### src/rtl/uart_rx_ring_with_busy_frame_detect_top_macros.svh
// Assertion macros shared by the receive ring modules.
`ifndef UART_RX_RING_WITH_BUSY_FRAME_DETECT_TOP_MACROS_SVH
`define UART_RX_RING_WITH_BUSY_FRAME_DETECT_TOP_MACROS_SVH

// Same-cycle implication, sampled on clk, off while arst_n is low.
`define URRBFD_ASSERT_NOW(lbl, ante, cons, msg) \
	lbl: assert property (@(posedge clk) disable iff (!arst_n) (ante) |-> (cons)) \
		else $error(msg);

// Next-cycle implication, sampled on clk, off while arst_n is low.
`define URRBFD_ASSERT_NEXT(lbl, ante, cons, msg) \
	lbl: assert property (@(posedge clk) disable iff (!arst_n) (ante) |=> (cons)) \
		else $error(msg);

`endif

### src/rtl/urrbfd_pkg.sv
// Package: sizes, frame constants and inter-module types of the receive ring.
`default_nettype none

package urrbfd_pkg;

	localparam int RING_DEPTH   = 256;
	localparam int RING_AW      = $clog2(RING_DEPTH);
	localparam int CAPTURE_WRAP = 64;
	localparam int CAP_CW       = $clog2(CAPTURE_WRAP);
	localparam int BYTE_W       = 8;
	localparam int ADDR_W       = 7;
	localparam int LIMIT_W      = 7;
	localparam int MAX_POP      = 64;
	localparam int MIN_FRAME    = 10;

	localparam logic [BYTE_W-1:0] FRAME_FLAG = 8'h7e;
	localparam logic [BYTE_W-1:0] RNR_LENGTH = 8'd9;

	// Received byte offered to the frame capture
	typedef struct packed {
		logic              step;
		logic [BYTE_W-1:0] data;
	} cap_req_t;

	// Frame capture verdict for the offered byte
	typedef struct packed {
		logic hit;
	} cap_rsp_t;

endpackage

`default_nettype wire

### src/rtl/urrbfd_if.sv
// Handshake interfaces for the input and result channels.
`default_nettype none

interface urrbfd_in_if;
	logic                              valid;
	logic                              ready;
	logic                              kind;
	logic [urrbfd_pkg::BYTE_W-1:0]     rx_byte;
	logic                              busy_req;
	logic [urrbfd_pkg::LIMIT_W-1:0]    read_limit;

	modport source (output valid, kind, rx_byte, busy_req, read_limit, input ready);
	modport sink   (input valid, kind, rx_byte, busy_req, read_limit, output ready);
endinterface

interface urrbfd_out_if;
	logic                              valid;
	logic                              ready;
	logic [urrbfd_pkg::BYTE_W-1:0]     data_byte;
	logic                              data_valid;
	logic                              last;
	logic                              send_not_ready;

	modport source (output valid, data_byte, data_valid, last, send_not_ready, input ready);
	modport sink   (input valid, data_byte, data_valid, last, send_not_ready, output ready);
endinterface

`default_nettype wire

### src/rtl/uart_rx_ring_with_busy_frame_detect_top.sv
// Top level of the UART receive ring with busy-time frame detection.
// A received byte (kind 0) is written to a 256-entry ring and, while busy_req
// is set, fed to a frame capture; its single result is registered in the RX
// state once the output register is free, and the input is ready again as
// that result is presented. A read request (kind 1) pops bytes in order,
// one result per byte, stopping after read_limit bytes (clamped to 1 through
// 64), after a 0x7e byte or when the ring empties; an empty ring gives one
// invalid result. Every pop goes through the single registered read port of
// the ring RAM before the sequencer emits it. Results wait in an output
// register, so a stalled result channel only pauses the sequencer.
// Writing meter_address is allowed only while the block is idle.
`default_nettype none

module uart_rx_ring_with_busy_frame_detect_top (
	input  wire logic                          clk,
	input  wire logic                          arst_n,
	urrbfd_in_if.sink                          in_ch,
	urrbfd_out_if.source                       out_ch,
	input  wire logic                          cfg_we,
	input  wire logic [urrbfd_pkg::ADDR_W-1:0] cfg_wdata
);

	urrbfd_pkg::cap_req_t           cap_req;
	urrbfd_pkg::cap_rsp_t           cap_rsp;
	logic                           ram_we;
	logic [urrbfd_pkg::RING_AW-1:0] ram_waddr;
	logic [urrbfd_pkg::BYTE_W-1:0]  ram_wdata;
	logic [urrbfd_pkg::RING_AW-1:0] ram_raddr;
	logic [urrbfd_pkg::BYTE_W-1:0]  ram_rdata;

	// Ring store
	urrbfd_ram #(
		.Width (urrbfd_pkg::BYTE_W),
		.Depth (urrbfd_pkg::RING_DEPTH)
	) u_ring (
		.clk   (clk),
		.we    (ram_we),
		.waddr (ram_waddr),
		.wdata (ram_wdata),
		.raddr (ram_raddr),
		.rdata (ram_rdata)
	);

	// Frame capture and station address
	urrbfd_frame u_frame (
		.clk       (clk),
		.arst_n    (arst_n),
		.cfg_we    (cfg_we),
		.cfg_wdata (cfg_wdata),
		.cap_req   (cap_req),
		.cap_rsp   (cap_rsp)
	);

	// Sequencer and result register
	urrbfd_seq u_seq (
		.clk       (clk),
		.arst_n    (arst_n),
		.in_ch     (in_ch),
		.out_ch    (out_ch),
		.cap_req   (cap_req),
		.cap_rsp   (cap_rsp),
		.ram_we    (ram_we),
		.ram_waddr (ram_waddr),
		.ram_wdata (ram_wdata),
		.ram_raddr (ram_raddr),
		.ram_rdata (ram_rdata)
	);

endmodule

`default_nettype wire

### src/rtl/urrbfd_ram.sv
// Generic single-write, single-read RAM with registered read data.
`default_nettype none

module urrbfd_ram #(
	parameter int Width = 8,
	parameter int Depth = 256
) (
	input  wire logic                     clk,
	input  wire logic                     we,
	input  wire logic [$clog2(Depth)-1:0] waddr,
	input  wire logic [Width-1:0]         wdata,
	input  wire logic [$clog2(Depth)-1:0] raddr,
	output logic      [Width-1:0]         rdata
);

	logic [Width-1:0] mem_q [Depth];

	// Write port
	always_ff @(posedge clk) begin
		if (we) begin
			mem_q[waddr] <= wdata;
		end
	end

	// Registered read port
	always_ff @(posedge clk) begin
		rdata <= mem_q[raddr];
	end

endmodule

`default_nettype wire

### src/rtl/urrbfd_frame.sv
// Frame capture and not-ready detection for bytes received while busy.
`default_nettype none
`include "uart_rx_ring_with_busy_frame_detect_top_macros.svh"

module urrbfd_frame (
	input  wire logic                              clk,
	input  wire logic                              arst_n,
	input  wire logic                              cfg_we,
	input  wire logic [urrbfd_pkg::ADDR_W-1:0]     cfg_wdata,
	input  wire urrbfd_pkg::cap_req_t              cap_req,
	output urrbfd_pkg::cap_rsp_t                   cap_rsp
);

	logic [urrbfd_pkg::ADDR_W-1:0] meter_address_q;
	logic [urrbfd_pkg::BYTE_W-1:0] cap_q [4];
	logic [urrbfd_pkg::CAP_CW-1:0] cnt_q;
	logic [urrbfd_pkg::CAP_CW-1:0] cnt_base;
	logic [urrbfd_pkg::CAP_CW-1:0] cnt_next;
	logic                          hit;

	// Restart the count unless a frame flag opened the capture.
	// A hit needs the base count at nine or more, so bytes two and three
	// are not rewritten by this byte and the stored values can be used.
	always_comb begin
		cnt_base = (cap_q[0] != urrbfd_pkg::FRAME_FLAG) ? '0 : cnt_q;
		cnt_next = cnt_base + 1'b1;
		hit = cap_req.step
			&& (cnt_next >= urrbfd_pkg::CAP_CW'(urrbfd_pkg::MIN_FRAME))
			&& (cap_q[2] == urrbfd_pkg::RNR_LENGTH)
			&& (cap_q[3][urrbfd_pkg::BYTE_W-1:1] == meter_address_q);
		cap_rsp.hit = hit;
	end

	// Station address register
	always_ff @(posedge clk or negedge arst_n) begin
		if (!arst_n) begin
			meter_address_q <= '0;
		end else if (cfg_we) begin
			meter_address_q <= cfg_wdata;
		end
	end

	// Capture the head of the frame and advance the count
	always_ff @(posedge clk or negedge arst_n) begin
		if (!arst_n) begin
			cnt_q <= '0;
			for (int i = 0; i < 4; i++) begin
				cap_q[i] <= '0;
			end
		end else if (cap_req.step) begin
			for (int i = 0; i < 4; i++) begin
				if (cnt_base == urrbfd_pkg::CAP_CW'(i)) begin
					cap_q[i] <= cap_req.data;
				end
			end
			cnt_q <= hit ? '0 : cnt_next;
		end
	end

	`URRBFD_ASSERT_NEXT(a_hit_clears_count, hit, cnt_q == '0, "count not cleared after frame hit")

endmodule

`default_nettype wire

### src/rtl/urrbfd_seq.sv
// Sequencer: ring indexes, pop loop over the RAM read port, result register.
`default_nettype none
`include "uart_rx_ring_with_busy_frame_detect_top_macros.svh"

module urrbfd_seq (
	input  wire logic                               clk,
	input  wire logic                               arst_n,
	urrbfd_in_if.sink                               in_ch,
	urrbfd_out_if.source                            out_ch,
	output urrbfd_pkg::cap_req_t                    cap_req,
	input  wire urrbfd_pkg::cap_rsp_t               cap_rsp,
	output logic                                    ram_we,
	output logic [urrbfd_pkg::RING_AW-1:0]          ram_waddr,
	output logic [urrbfd_pkg::BYTE_W-1:0]           ram_wdata,
	output logic [urrbfd_pkg::RING_AW-1:0]          ram_raddr,
	input  wire logic [urrbfd_pkg::BYTE_W-1:0]      ram_rdata
);

	typedef enum logic [3:0] {
		S_IDLE  = 4'b0001,
		S_RX    = 4'b0010,
		S_FETCH = 4'b0100,
		S_EMIT  = 4'b1000
	} state_t;

	state_t                         state_q;
	logic [urrbfd_pkg::RING_AW-1:0] wr_q;
	logic [urrbfd_pkg::RING_AW-1:0] rd_q;
	logic [urrbfd_pkg::RING_AW-1:0] wr_next;
	logic [urrbfd_pkg::RING_AW-1:0] rd_next;
	logic [urrbfd_pkg::LIMIT_W-1:0] limit_q;
	logic [urrbfd_pkg::LIMIT_W-1:0] limit_sat;
	logic [urrbfd_pkg::LIMIT_W-1:0] n_q;
	logic [urrbfd_pkg::LIMIT_W-1:0] n_next;
	logic                           nr_q;
	logic                           out_valid_q;
	logic [urrbfd_pkg::BYTE_W-1:0]  out_byte_q;
	logic                           out_dv_q;
	logic                           out_last_q;
	logic                           out_nr_q;
	logic                           acc;
	logic                           slot_free;
	logic                           out_load;
	logic                           ring_empty;
	logic                           pop_last;

	// Handshake and index arithmetic
	always_comb begin
		in_ch.ready = (state_q == S_IDLE);
		acc         = in_ch.valid && in_ch.ready;
		slot_free   = !out_valid_q || out_ch.ready;
		out_load    = slot_free && ((state_q == S_RX) || (state_q == S_EMIT));
		wr_next     = wr_q + 1'b1;
		rd_next     = rd_q + 1'b1;
		n_next      = n_q + 1'b1;
		ring_empty  = (rd_q == wr_q);
		pop_last    = (n_next >= limit_q) || (ram_rdata == urrbfd_pkg::FRAME_FLAG)
			|| (rd_next == wr_q);
	end

	// Clamp the read limit to one through the pop maximum
	always_comb begin
		priority if (in_ch.read_limit == '0) begin
			limit_sat = urrbfd_pkg::LIMIT_W'(1);
		end else if (in_ch.read_limit > urrbfd_pkg::LIMIT_W'(urrbfd_pkg::MAX_POP)) begin
			limit_sat = urrbfd_pkg::LIMIT_W'(urrbfd_pkg::MAX_POP);
		end else begin
			limit_sat = in_ch.read_limit;
		end
	end

	// Ring RAM and frame capture hookup
	always_comb begin
		ram_we       = acc && !in_ch.kind;
		ram_waddr    = wr_q;
		ram_wdata    = in_ch.rx_byte;
		ram_raddr    = rd_q;
		cap_req.step = acc && !in_ch.kind && in_ch.busy_req;
		cap_req.data = in_ch.rx_byte;
	end

	// Result channel
	always_comb begin
		out_ch.valid          = out_valid_q;
		out_ch.data_byte      = out_byte_q;
		out_ch.data_valid     = out_dv_q;
		out_ch.last           = out_last_q;
		out_ch.send_not_ready = out_nr_q;
	end

	// Sequencer
	always_ff @(posedge clk or negedge arst_n) begin
		if (!arst_n) begin
			state_q     <= S_IDLE;
			wr_q        <= '0;
			rd_q        <= '0;
			n_q         <= '0;
			limit_q     <= urrbfd_pkg::LIMIT_W'(1);
			nr_q        <= 1'b0;
			out_valid_q <= 1'b0;
			out_byte_q  <= '0;
			out_dv_q    <= 1'b0;
			out_last_q  <= 1'b0;
			out_nr_q    <= 1'b0;
		end else begin
			// Drop a result once it is taken, unless a new one replaces it
			if (out_valid_q && out_ch.ready && !out_load) begin
				out_valid_q <= 1'b0;
			end
			unique case (state_q)
				S_IDLE: begin
					if (acc) begin
						if (!in_ch.kind) begin
							wr_q    <= wr_next;
							nr_q    <= cap_rsp.hit;
							if (cap_rsp.hit) begin
								rd_q <= wr_next;
							end
							state_q <= S_RX;
						end else begin
							limit_q <= limit_sat;
							n_q     <= '0;
							nr_q    <= 1'b0;
							state_q <= ring_empty ? S_RX : S_FETCH;
						end
					end
				end
				S_RX: begin
					if (slot_free) begin
						out_valid_q <= 1'b1;
						out_byte_q  <= '0;
						out_dv_q    <= 1'b0;
						out_last_q  <= 1'b1;
						out_nr_q    <= nr_q;
						state_q     <= S_IDLE;
					end
				end
				S_FETCH: begin
					state_q <= S_EMIT;
				end
				S_EMIT: begin
					if (slot_free) begin
						out_valid_q <= 1'b1;
						out_byte_q  <= ram_rdata;
						out_dv_q    <= 1'b1;
						out_last_q  <= pop_last;
						out_nr_q    <= 1'b0;
						rd_q        <= rd_next;
						n_q         <= n_next;
						state_q     <= pop_last ? S_IDLE : S_FETCH;
					end
				end
				default: begin
					state_q <= S_IDLE;
				end
			endcase
		end
	end

	`URRBFD_ASSERT_NOW(a_invalid_is_final, out_valid_q && !out_dv_q,
		(out_byte_q == '0) && out_last_q, "invalid result must be zero and final")
	`URRBFD_ASSERT_NOW(a_nr_not_on_pop, out_valid_q && out_nr_q, !out_dv_q,
		"not-ready flag on a popped byte")
	`URRBFD_ASSERT_NEXT(a_hit_discards, cap_rsp.hit, rd_q == wr_q,
		"frame hit did not discard unread data")
	`URRBFD_ASSERT_NOW(a_pop_within_limit, state_q == S_EMIT, n_q < limit_q,
		"pop count reached the limit")

endmodule

`default_nettype wire

### src/flat_wrapper.sv
// flat-port wrapper written by rule: the top's interface ports become plain ports
module uart_rx_ring_with_busy_frame_detect_top_flat 
  (clk, arst_n, cfg_we, cfg_wdata, in_ch_valid, in_ch_kind, in_ch_rx_byte, in_ch_busy_req, in_ch_read_limit, in_ch_ready, out_ch_valid, out_ch_data_byte, out_ch_data_valid, out_ch_last, out_ch_send_not_ready, out_ch_ready);
  urrbfd_in_if in_ch_i ();
  urrbfd_out_if out_ch_i ();
  input  wire logic clk;
  input  wire logic arst_n;
  input  wire logic cfg_we;
  input  wire logic [urrbfd_pkg::ADDR_W-1:0] cfg_wdata;
  input wire logic [$bits(in_ch_i.valid)-1:0] in_ch_valid;
  input wire logic [$bits(in_ch_i.kind)-1:0] in_ch_kind;
  input wire logic [$bits(in_ch_i.rx_byte)-1:0] in_ch_rx_byte;
  input wire logic [$bits(in_ch_i.busy_req)-1:0] in_ch_busy_req;
  input wire logic [$bits(in_ch_i.read_limit)-1:0] in_ch_read_limit;
  output wire logic [$bits(in_ch_i.ready)-1:0] in_ch_ready;
  output wire logic [$bits(out_ch_i.valid)-1:0] out_ch_valid;
  output wire logic [$bits(out_ch_i.data_byte)-1:0] out_ch_data_byte;
  output wire logic [$bits(out_ch_i.data_valid)-1:0] out_ch_data_valid;
  output wire logic [$bits(out_ch_i.last)-1:0] out_ch_last;
  output wire logic [$bits(out_ch_i.send_not_ready)-1:0] out_ch_send_not_ready;
  input wire logic [$bits(out_ch_i.ready)-1:0] out_ch_ready;
  assign in_ch_i.valid = in_ch_valid;
  assign in_ch_i.kind = in_ch_kind;
  assign in_ch_i.rx_byte = in_ch_rx_byte;
  assign in_ch_i.busy_req = in_ch_busy_req;
  assign in_ch_i.read_limit = in_ch_read_limit;
  assign in_ch_ready = in_ch_i.ready;
  assign out_ch_valid = out_ch_i.valid;
  assign out_ch_data_byte = out_ch_i.data_byte;
  assign out_ch_data_valid = out_ch_i.data_valid;
  assign out_ch_last = out_ch_i.last;
  assign out_ch_send_not_ready = out_ch_i.send_not_ready;
  assign out_ch_i.ready = out_ch_ready;
  uart_rx_ring_with_busy_frame_detect_top u_core (.clk(clk), .arst_n(arst_n), .in_ch(in_ch_i), .out_ch(out_ch_i), .cfg_we(cfg_we), .cfg_wdata(cfg_wdata));
endmodule
### config.mk
export PLATFORM = sky130hd
export DESIGN_NAME = uart_rx_ring_with_busy_frame_detect_top_flat
export DESIGN_NICKNAME = d
export VERILOG_FILES = /design/src/rtl/urrbfd_pkg.sv /design/src/rtl/urrbfd_if.sv /design/src/rtl/uart_rx_ring_with_busy_frame_detect_top.sv /design/src/rtl/urrbfd_ram.sv /design/src/rtl/urrbfd_frame.sv /design/src/rtl/urrbfd_seq.sv /design/src/flat_wrapper.sv
export VERILOG_INCLUDE_DIRS = /design/src /design/src/rtl
export SDC_FILE = /design/constraint.sdc
export NUM_CORES = 2
export LEC_CHECK = 0
export BUFFER_PORTS_ARGS = -buffer_cell sky130_fd_sc_hd__buf_2
export CORE_MARGIN = 5
export CORE_UTILIZATION = 55
export DETAILED_ROUTE_END_ITERATION = 6
export GPL_TIMING_DRIVEN = 1
export PLACE_DENSITY = 0.71
export SETUP_SLACK_MARGIN = 0.05
export SYNTH_ARGS = -nofsm -noshare
export SYNTH_HDL_FRONTEND = slang
export SYNTH_HIERARCHICAL = 1
export SYNTH_SLANG_ARGS = --single-unit
### constraint.sdc
create_clock -name clk -period 8.5 [get_ports clk]
set_clock_uncertainty 0.2 [all_clocks]
set_input_delay 1.7 -clock clk [delete_from_list [all_inputs] [get_ports clk]]
set_output_delay 1.7 -clock clk [all_outputs]
set_load 0.1 [all_outputs]
==> results.cfg <==
[worst_setup_path]
crit_path_max_fanout = 92
critical_path_source_type = register
rr_worst_depth = 7
critical_path_buf_inv_count = 2
cp.arrival_ns = 5.09
critical-path-slowest-cell = dfrtp_4
regToRegEndpoint = u_core/u_ring/rdata[1]
critPathLaunch = u_core/u_seq/ram_raddr[0]
critical_path.most_common_cell = nor4_1
cp_cell_sequence = buf_12 > buf_4 > mux4_2 > a22oi_1 > a21oi_1 > nor4_1 > nor4_1
rr_startpoint = u_core/u_seq/ram_raddr[0]
crit_path_max_incr_delay_ns = 0.98
worstSetupEndpointType = register
worst-endpoint-required_ns = 8.95
critical_path.top_delay_family = buffers and inverters
path_class = register to register
cp-endpoint = u_core/u_ring/rdata[1]
cp_num_cells = 7
setup.reg_to_reg.worst_slack_ns = 3.86

[logic_synthesis]
synth.net_count = 4228
async_set_reset_flop_share_out_of_synthesis = 0.0388
yosys.cell_types.count = 86
syn_inst = 4185
syn_area_per_cell_um2 = 20.1
synth-main-ff-cell = edfxtp_1
synthesis.yosys.warnings = 6
ys_seq_elements = 2139
synth_edf_count = 2048
yosysSeqAreaShare = 0.757
syn_area_um2 = 84200

[detailed_routing]
final_antenna_net_count = 0
avgRoutedWirePerCell_um = 30.9
detail_route.vias_per_cell = 6.60
num_vias = 42400
remaining_drc_errors = 0
detailedRoute.firstPassIterationCount = 6
drt-total-wl_mm = 199
1st_iter_drt_viols = 5454

[cts]
cts_num_sinks = 2139
cts.clk_slew.worst_paths_ns = 0.06
postCtsSetupRepairBufs = 0
cts_tree = done
worstSkewPairLatency_ns = 0.82
cts_inserted_buffers = 198
clock_tree.root_cell = clkbuf_16
clock_tree.buffer_depth = 3
cts-htree-levels = 4
ctsHoldBuffers = 0
post_cts_resized = 0

[power]
comb_power_share = 0.251
worst_ir_drop_vdd_uv = 243
pwr_density_cell_nw_per_um2 = 298
p_int_mw = 19.4
power.clock.fraction = 0.312
netSwitchingFraction = 0.298
share_seq_of_total_power = 0.436
p_total_mw = 27.6
switchingPower_mw = 8.22
power_leakage_nw = 28.0

[timing]
grt_setup_unrepaired = false
tns_ns = 0
timing.final.max_slew_violations = 0
count_of_endpoints_failing_hold_in_the_final_timing_report = 0
final_worst_path_cycle_share = 0.545
clock.fmax_mhz = 216
min_period_ns = 4.64
setup_viol_count_final = 0
hold_ws_ns = 0.285
fin_ws_ns = 3.86
timing_worst_slew_pin_value_ns = 1.39
relSlewSlack = 0.0691

[min_path]
worst_hold_path_type = register to register

[placed_design]
post-dp-hpwl_mm = 119
placement.setup.worst_slack_ns = 3.40
placement.io_buffers = 41
dpl.cell_count = 6069
post_dp_cell_area_um2 = 86100
gpl.final_weighted_congestion = 0.851

[global_route]
grt_start_max_net_pins = 195
grt_pass1_vias = 41600
grtUsageTotal = 0.245
grt_pass1_wl_mm = 289
antenna_found_initial = 2
global_route_total_overflow = 0

[layout]
final_layout_size_suffix_gt1_frac = 0.211
fin_cells = 6435
final_util = 0.608
final_net_count = 4282
final_cell_area_um2 = 92400
multi_input_area_um2 = 18800
fillcell_total = 10500
area_delta_synth_final_pct = 9.78
final-seq-area_um2 = 63800

[outcome]
status = completed

[floorplan]
core.rowCount = 143
floorplan.initialDensity = 0.554
core_region_area_um2 = 152000
design.portCount = 42
design.die.area_um2 = 161000
fp.dieH_um = 401
die-width_um = 401

[flow_run]
drv_cap = 0
[kinds of logic (layout without fill, tap and decap cells)]
| group | after synthesis | in the layout | share of synthesized area |
|---|---|---|---|
| compound gates | 477 | 477 | 0.0401 |
| xor+xnor | 39 | 39 | 0.00406 |
| fa+ha+maj | 14 | 14 | 0.00208 |
| buf+inv | 289 | 506 | 0.0206 |
| flops | 2139 | 2139 | 0.757 |
| mux | 624 | 624 | 0.143 |
| other cells | 0 | 3 | 0 |
| simple gates | 603 | 603 | 0.0337 |
[area by class of cell]
type,instances,share of cell area
multi-input cells,1757,0.203
flip-flops and latches,2139,0.690
diodes,3,0.0000812
clock buffers,245,0.0573
clock inverters,118,0.0107
well taps,2030,0.0275
repair buffers,120,0.0106
inverters,23,0.000934
[layer usage]
layer | vias to the layer above | wire length, um | global-route usage | part of all wire
met3 | 354 | 20200 | 0.0549 | 0.10
met4 | 0 | 6370 | 0.0775 | 0.032
met5 | - | 0 | 0 | 0
met2 | 2425 | 93500 | 0.375 | 0.47
met1 | 22300 | 78600 | 0.358 | 0.40
li1 | 17400 | - | - | -
[worst min-delay path: stages (launching register included)]
cell and delay, ns:
dfrtp_1 0.34, nand2_1 0.05, nand2_1 0.06
[cell usage in the layout, fill, tap and decap left out, drive strengths merged, types with 81 or more instances in the layout]
cell and instances:
a21oi 109, a22oi 133, buf 117, clkbuf 248
clkinv 97, dfrtp 81, edfxtp 2048, mux2i 135
mux4 456, nor2 309
[power groups by stage]
stage                     registers [mW]  logic, mW  clock network [mW]
after floorplan                     12.2       5.02                   0
after global placement              12.2       6.85                   0
after detailed placement            12.2       6.89                   0
after CTS                           12.0       6.92                8.72
after global routing                12.0       7.27                9.18
final                               12.0       6.93                8.61
[state kept, by name, indices dropped and copies added (netlist names)]
name	count
u_core/u_seq/out_ch.send_not_ready	1
u_core/u_ring/mem_q	2048
u_core/u_seq/state_q	4
u_core/u_frame/cnt_q	6
u_core/u_seq/out_ch.valid	1
u_core/u_frame/meter_address_q	7
u_core/u_ring/rdata	8
u_core/u_seq/nr_q	1
u_core/u_frame/cap_q	23
u_core/u_seq/limit_q	7
u_core/u_seq/ram_waddr	8
u_core/u_seq/ram_raddr	8
u_core/u_seq/out_ch.data_valid	1
u_core/u_seq/out_ch.data_byte	8
u_core/u_seq/out_ch.last	1
u_core/u_seq/n_q	7
[Yosys cell counts, drive strengths merged, types with 18 or more instances]
master	instances	area [um^2]
a211oi	19	148
a21oi	109	546
a22o	22	193
a22oi	133	998
buf	145	1190
clkbuf	121	454
dfrtp	81	2030
edfxtp	2048	61500
inv	22	82.6
mux2	33	372
mux2i	135	1350
mux4	456	10300
nand2	71	269
nand2b	18	113
nand3	49	263
nor2	309	1160
nor2b	33	206
nor3	34	170
nor4	34	238
o211ai	18	150
o21ai	36	180
o221ai	49	435
o22ai	30	188
xnor2	19	166
xor2	20	175
[worst min-delay path by stage]
stage                                        start                                to  slack (ns)  cells after the start
global placement    u_core/u_seq/out_ch.data_valid    u_core/u_seq/out_ch.data_valid        0.25                      2
finish              u_core/u_seq/out_ch.data_valid    u_core/u_seq/out_ch.data_valid        0.29                      2
floorplan                   u_core/u_ring/rdata[0]  u_core/u_seq/out_ch.data_byte[0]        0.24                      1
detailed placement  u_core/u_seq/out_ch.data_valid    u_core/u_seq/out_ch.data_valid        0.27                      2
global route               u_core/u_seq/limit_q[0]           u_core/u_seq/limit_q[0]        0.31                      2
CTS                 u_core/u_seq/out_ch.data_valid    u_core/u_seq/out_ch.data_valid        0.29                      2
Note: power is estimated with default switching activity, not from simulation.
